File: src/rtl/core/bzs_pkg.sv
package bzs_pkg;

   // segment count per curve (default), clamped to 1..63 in the sequencer
   localparam int BZS_SEGMENTS = 20;

   localparam int BZS_COORD_W = 12;   // control point coordinate, whole pixels
   localparam int BZS_POINT_W = 16;   // sample coordinate, 1/16 pixel
   localparam int BZS_INDEX_W = 6;    // sample index
   localparam int BZS_T_W     = 17;   // t and u, 16 fraction bits, up to 1.0
   localparam int BZS_T3_W    = 18;   // 3*t and 3*u
   localparam int BZS_SQ_W    = 34;   // u^2 and t^2
   localparam int BZS_WGT_W   = 49;   // bernstein weight, up to 2^48
   localparam int BZS_PROD_W  = 60;   // point times weight and sums of them
   localparam int BZS_SHIFT   = 44;   // 48 weight bits less 4 fraction bits

   localparam logic [BZS_T_W-1:0]    BZS_ONE_T = BZS_T_W'(1) << 16;
   localparam logic [BZS_PROD_W-1:0] BZS_ROUND = BZS_PROD_W'(1) << (BZS_SHIFT - 1);

   typedef struct packed {
      logic [BZS_COORD_W-1:0] start_x;
      logic [BZS_COORD_W-1:0] start_y;
      logic [BZS_COORD_W-1:0] ctrl1_x;
      logic [BZS_COORD_W-1:0] ctrl1_y;
      logic [BZS_COORD_W-1:0] ctrl2_x;
      logic [BZS_COORD_W-1:0] ctrl2_y;
      logic [BZS_COORD_W-1:0] end_x;
      logic [BZS_COORD_W-1:0] end_y;
   } req_type;

   typedef struct packed {
      logic [BZS_POINT_W-1:0] point_x;
      logic [BZS_POINT_W-1:0] point_y;
      logic [BZS_INDEX_W-1:0] sample_index;
      logic                   last_sample;
   } rsp_type;

   // stage control that travels with each sample
   typedef struct packed {
      logic                   valid;
      logic [BZS_INDEX_W-1:0] index;
      logic                   last;
   } ctl_type;

   typedef struct packed {
      logic [BZS_WGT_W-1:0] w0;
      logic [BZS_WGT_W-1:0] w1;
      logic [BZS_WGT_W-1:0] w2;
      logic [BZS_WGT_W-1:0] w3;
   } wgt_type;

endpackage

File: src/rtl/core/bzs_seq.sv
module bzs_seq #(
   parameter int SEGMENTS = bzs_pkg::BZS_SEGMENTS
) (
   input  logic                            clock,
   input  logic                            reset,
   input  logic                            en,
   input  logic                            req_valid,
   output logic                            req_stall,
   input  bzs_pkg::req_type                req_data,
   output bzs_pkg::ctl_type                ctl_out,
   output logic [bzs_pkg::BZS_T_W-1:0]     t_out,
   output logic [bzs_pkg::BZS_T_W-1:0]     u_out,
   output bzs_pkg::req_type                pts_out
);
   import bzs_pkg::*;

   localparam int SEG   = (SEGMENTS < 1) ? 1 : ((SEGMENTS > 63) ? 63 : SEGMENTS);
   localparam int STEP  = 65536 / SEG;
   localparam int REM   = 65536 % SEG;
   localparam int R_W   = 6;

   localparam logic [BZS_INDEX_W-1:0] SEG_W = BZS_INDEX_W'(SEG);

   logic                   active_ff, active_in;
   logic [BZS_INDEX_W-1:0] count_ff, count_in;
   logic [BZS_T_W-1:0]     q_ff, q_in;
   logic [R_W-1:0]         r_ff, r_in;
   req_type                pts_ff, pts_in;
   logic [R_W:0]           r_sum;
   logic                   wrap;
   logic                   is_last;
   logic                   take;

   assign is_last   = (count_ff == SEG_W);
   assign req_stall = !en || (active_ff && !is_last);
   assign take      = req_valid && !req_stall;

   // t = round(i*2^16/seg) kept as running quotient and remainder
   assign r_sum = {1'b0, r_ff} + (R_W+1)'(REM);
   assign wrap  = (r_sum >= (R_W+1)'(SEG));

   always_comb begin
      active_in = active_ff;
      count_in  = count_ff;
      q_in      = q_ff;
      r_in      = r_ff;
      pts_in    = pts_ff;
      if (en && active_ff) begin
         count_in = count_ff + 1'b1;
         q_in     = q_ff + BZS_T_W'(STEP) + BZS_T_W'(wrap);
         r_in     = wrap ? R_W'(r_sum - (R_W+1)'(SEG)) : r_sum[R_W-1:0];
         if (is_last) begin
            active_in = 1'b0;
         end
      end
      if (take) begin
         active_in = 1'b1;
         count_in  = '0;
         q_in      = '0;
         r_in      = R_W'(SEG / 2);
         pts_in    = req_data;
      end
   end

   always_ff @(posedge clock) begin
      if (reset) begin
         active_ff <= 1'b0;
         count_ff  <= '0;
      end else begin
         active_ff <= active_in;
         count_ff  <= count_in;
      end
      q_ff   <= q_in;
      r_ff   <= r_in;
      pts_ff <= pts_in;
   end

   assign ctl_out.valid = active_ff;
   assign ctl_out.index = count_ff;
   assign ctl_out.last  = is_last;
   assign t_out         = q_ff;
   assign u_out         = BZS_ONE_T - q_ff;
   assign pts_out       = pts_ff;

   a_take_starts: assert property (@(posedge clock) disable iff (reset)
      take |=> active_ff && count_ff == '0)
      else $error("accepted request did not start at sample zero");

   a_count_range: assert property (@(posedge clock) disable iff (reset)
      active_ff |-> count_ff <= SEG_W)
      else $error("sample counter ran past the segment count");

   a_hold_on_stall: assert property (@(posedge clock) disable iff (reset)
      active_ff && !en |=> active_ff && $stable(count_ff) && $stable(q_ff))
      else $error("sequencer moved while stalled");

endmodule

File: config.mk
export PLATFORM = sky130hd
export DESIGN_NAME = bzs_seq
export DESIGN_NICKNAME = d
export VERILOG_FILES = /design/src/rtl/core/bzs_pkg.sv /design/src/rtl/core/bzs_seq.sv
export SDC_FILE = /design/constraint.sdc
export NUM_CORES = 1
export LEC_CHECK = 0
export ABC_AREA = 1
export BUFFER_PORTS_ARGS = -buffer_cell sky130_fd_sc_hd__buf_2
export CORE_ASPECT_RATIO = 2
export CORE_MARGIN = 2
export CORE_UTILIZATION = 49
export CTS_BUF_LIST = sky130_fd_sc_hd__clkbuf_4 sky130_fd_sc_hd__clkbuf_8 sky130_fd_sc_hd__clkbuf_16
export DETAILED_ROUTE_END_ITERATION = 16
export MAX_ROUTING_LAYER = met4
export PLACE_DENSITY = 0.93
export SETUP_SLACK_MARGIN = 0.15
export SKIP_CTS_REPAIR_TIMING = 1
export SYNTH_ARGS = -nofsm -noshare
export SYNTH_HDL_FRONTEND = slang
export SYNTH_SLANG_ARGS = --single-unit
File: constraint.sdc
create_clock -name clock -period 10.4 [get_ports clock]
set_clock_uncertainty 0.1 [all_clocks]
set_input_delay 0 -clock clock [delete_from_list [all_inputs] [get_ports clock]]
set_output_delay 0 -clock clock [all_outputs]
set_load 0.05 [all_outputs]
==> results.ini <==
[hold_path]
timing.hold.worst.start=req_valid
path_class_of_the_lowest_slack_min_delay_path=in -> reg
holdPathEnd=t_out[6]
min_path_cells=4

[power]
ir_worst_vdd_mv=0.151
power_per_cell_area_nw_per_um2=210
leakage_nw=3.49

[floorplan]
floorplan.core_area_um2=9640
fp-row-count=51
chip_width_um=74.0
initial_utilization_pct=49.8
num_io_pins=239
chipHeight_um=144
dieArea_um2=10600

[timing]
hold_viol=0
achievable_clock_frequency_mhz=323
setup-violations-final=0
layout_setup_ws_ns=7.31
period_share_pct=29.8
finalSetupTns_ns=0
grt_setup_unrepaired=false
period_minus_slack_ns=3.09
slew_headroom_pct=52.2
slew_viol_final=0
max_slew.worst_pin.slew_ns=0.717

[global_route]
grt_antenna_before_repair=1
first_global_vias=3739
grt_use_total_pct=24.0
grt_pass1_wl_um=18100
global_route.overflow_total=0
grt_start_max_net_pins=55

[synth]
average_instance_area_after_synthesis_um2=12.3
synth_compound_area_share_pct=2.92
ys_async_sr_fraction_pct=0
synthDominantCellAreaShare_pct=60.1
synth_area_um2=4800
mapped_cells=389
yosys_register_bits=124
dominantRegCellSynth=sky130_fd_sc_hd__edfxtp_1
yosys_warnings=0
synth_simple_gate_area_share_pct=15.5
ys_top_cells_by_area=sky130_fd_sc_hd__edfxtp_1 60%, sky130_fd_sc_hd__dfxtp_1 12%, sky130_fd_sc_hd__nand2_1 5.3%, sky130_fd_sc_hd__nand3_1 3.1%, sky130_fd_sc_hd__inv_1 2.7%
synth.mux.area_fraction_pct=0
synth_top_family_by_area=simple AND/OR/NAND/NOR gates
synth.yosys.seq_area_share_pct=71.8
synth_edf_count=96
synth.lib_cells_used.distinct=28
synth_fa_ha_area_share_pct=1.83
synth_fp_nets=496
synth-xor-area-share_pct=3.29
synth.largest_area_cell=sky130_fd_sc_hd__edfxtp_1

[placed_design]
post_dp_cell_area_um2=6100
hpwl_um=9610
detailedPlace.worstSlack_ns=7.33
placed_cells=750
final_weighted_congestion_in_routability_driven_placement=0.887
placement.io_buffers=238

[setup_path]
critical_path.reg2reg.endpoint=pts_out[58]
r2r_path_start=count_ff[0]
critPathArrivalTime_ns=3.02
critical_path_depth=7
required_ns=10.33
critical_path.cell_chain=inv_1 -> ha_1 -> nand4_1 -> nand2_1 -> nand3_2 -> clkinv_2 -> buf_4
reg2reg_setup_slack_ns=7.31
cpMaxStageDelayCell=sky130_fd_sc_hd__clkinv_2
critical_path_startpoint_category=flip-flop
ff2ff_path_depth=7
cpPeakStageDelay_ns=0.69
nature_of_the_critical_path_endpoint=flip-flop
crit_family=buffers and inverters
worst-path-buf-inv=3
worst-setup-path-type=reg -> reg
critical_path.max_fanout=54

[finish]
fillerInstances=542
synthesis_to_finish_area_growth_pct=60.1
final_common_cell=sky130_fd_sc_hd__buf_2
most-common-layout-cells=238 x sky130_fd_sc_hd__buf_2, 98 x sky130_fd_sc_hd__dlygate4sd3_1, 96 x sky130_fd_sc_hd__edfxtp_1, 68 x sky130_fd_sc_hd__nand2_1, 35 x sky130_fd_sc_hd__nor2_1
final_cells=880
fin_util_pct=79.7
fin_nets=842
drive_above_1_share_pct=39.8
stdcell_area_um2=7680

[routing]
final_antenna_net_count=0
avgRoutedWirePerCell_um=17.9
via_count=4371
drt_iter0_markers=205
drt-pass1-iter-count=5
drc=0
aggregate_routed_wire_length_um=15700
vias_cell=4.97

[clock_tree]
cts_buffer_depth=2
cts.reportedPaths.clkPinSlew_ns=0.06
cts_made_buffers=17
worstSkewPairLatency_ns=0.40
clk_root_buffer_cell=sky130_fd_sc_hd__clkbuf_16
cts_max_level=4
clock_tree_from_tritoncts=built
cts_sinks=124

[status]
run_status=finished, final reports clean

[run]
max-cap-violations=0

power breakdown:
part           internal, W  switching (W)  total [W]  leakage [nW]
Sequential        0.000564      0.0000223   0.000587          1.12
Combinational     0.000113       0.000319   0.000433          2.08
Clock             0.000376       0.000216   0.000592         0.282
kinds of logic after synthesis:
logic type	Yosys count
and+or+nand+nor	159
DFF	124
buffers and inverters	54
AOI/OAI and AO/OA	27
xor gates and xnor gates	18
adders and majority gates	7
flip-flops by register name (all words and copies together) (netlist names):
| signal | count |
|---|---|
| pts_out | 96 |
| t_out | 17 |
| count_ff | 6 |
| r_ff | 4 |
| active_ff | 1 |
metrics by stage:
stage          hold WS (ns)  power [W]
4_1_cts              -0.342    0.00157
2_1_floorplan       -0.0309   0.000886
6_report              0.103    0.00161
3_3_place_gp         0.0717   0.000981
3_5_place_dp         0.0781   0.000989
5_1_grt               0.148    0.00166
cells in the mapped netlist, types with 2 or more instances:
master                      n
sky130_fd_sc_hd__a21oi_1   16
sky130_fd_sc_hd__buf_2      6
sky130_fd_sc_hd__buf_4      4
sky130_fd_sc_hd__dfxtp_1   28
sky130_fd_sc_hd__edfxtp_1  96
sky130_fd_sc_hd__ha_1       7
sky130_fd_sc_hd__inv_1     35
sky130_fd_sc_hd__inv_2      8
sky130_fd_sc_hd__nand2_1   68
sky130_fd_sc_hd__nand2_2    5
sky130_fd_sc_hd__nand3_1   30
sky130_fd_sc_hd__nand4_1    4
sky130_fd_sc_hd__nor2_1    35
sky130_fd_sc_hd__nor2_2     4
sky130_fd_sc_hd__nor2_4     2
sky130_fd_sc_hd__nor3_1     3
sky130_fd_sc_hd__nor3_2     4
sky130_fd_sc_hd__o21ai_0    7
sky130_fd_sc_hd__o21ai_1    2
sky130_fd_sc_hd__xnor2_1    3
sky130_fd_sc_hd__xor2_1    15
tightest hold or removal path, delay by kind of cell:
| kind | cells | cell delay, ns |
|---|---|---|
| buf+inv | 2 | 0.15 |
| simple gates | 2 | 0.41 |
final cells by class:
class | instances | area (um^2) | area share (%)
multi-input combinational | 211 | 1130 | 14.7
clock buffer | 17 | 425 | 5.54
timing repair buffer | 337 | 2180 | 28.4
clock inverter | 14 | 170 | 2.21
sequential | 124 | 3440 | 44.8
inverter | 44 | 166 | 2.17
tap | 132 | 165 | 2.15
antenna | 1 | 2.50 | 0.0326
routing by layer:
| metal | global-route usage (%) | vias up | share of wire, % |
|---|---|---|---|
| met5 | - | - | 0 |
| met4 | 11.8 | 0 | 3.4 |
| met3 | 7.99 | 41 | 6.0 |
| met2 | 43.2 | 219 | 58 |
| met1 | 21.4 | 2099 | 32 |
| li1 | - | 2012 | - |
worst max path at each step:
stage / from / endpoint
after global routing: count_ff[0] / pts_out[38]
after CTS: count_ff[0] / pts_out[11]
after detailed placement: count_ff[0] / pts_out[40]
after global placement: count_ff[0] / pts_out[20]
final: count_ff[0] / pts_out[58]
after floorplan: count_ff[2] / pts_out[0]
No activity file was read; power rests on OpenSTA's default activity.
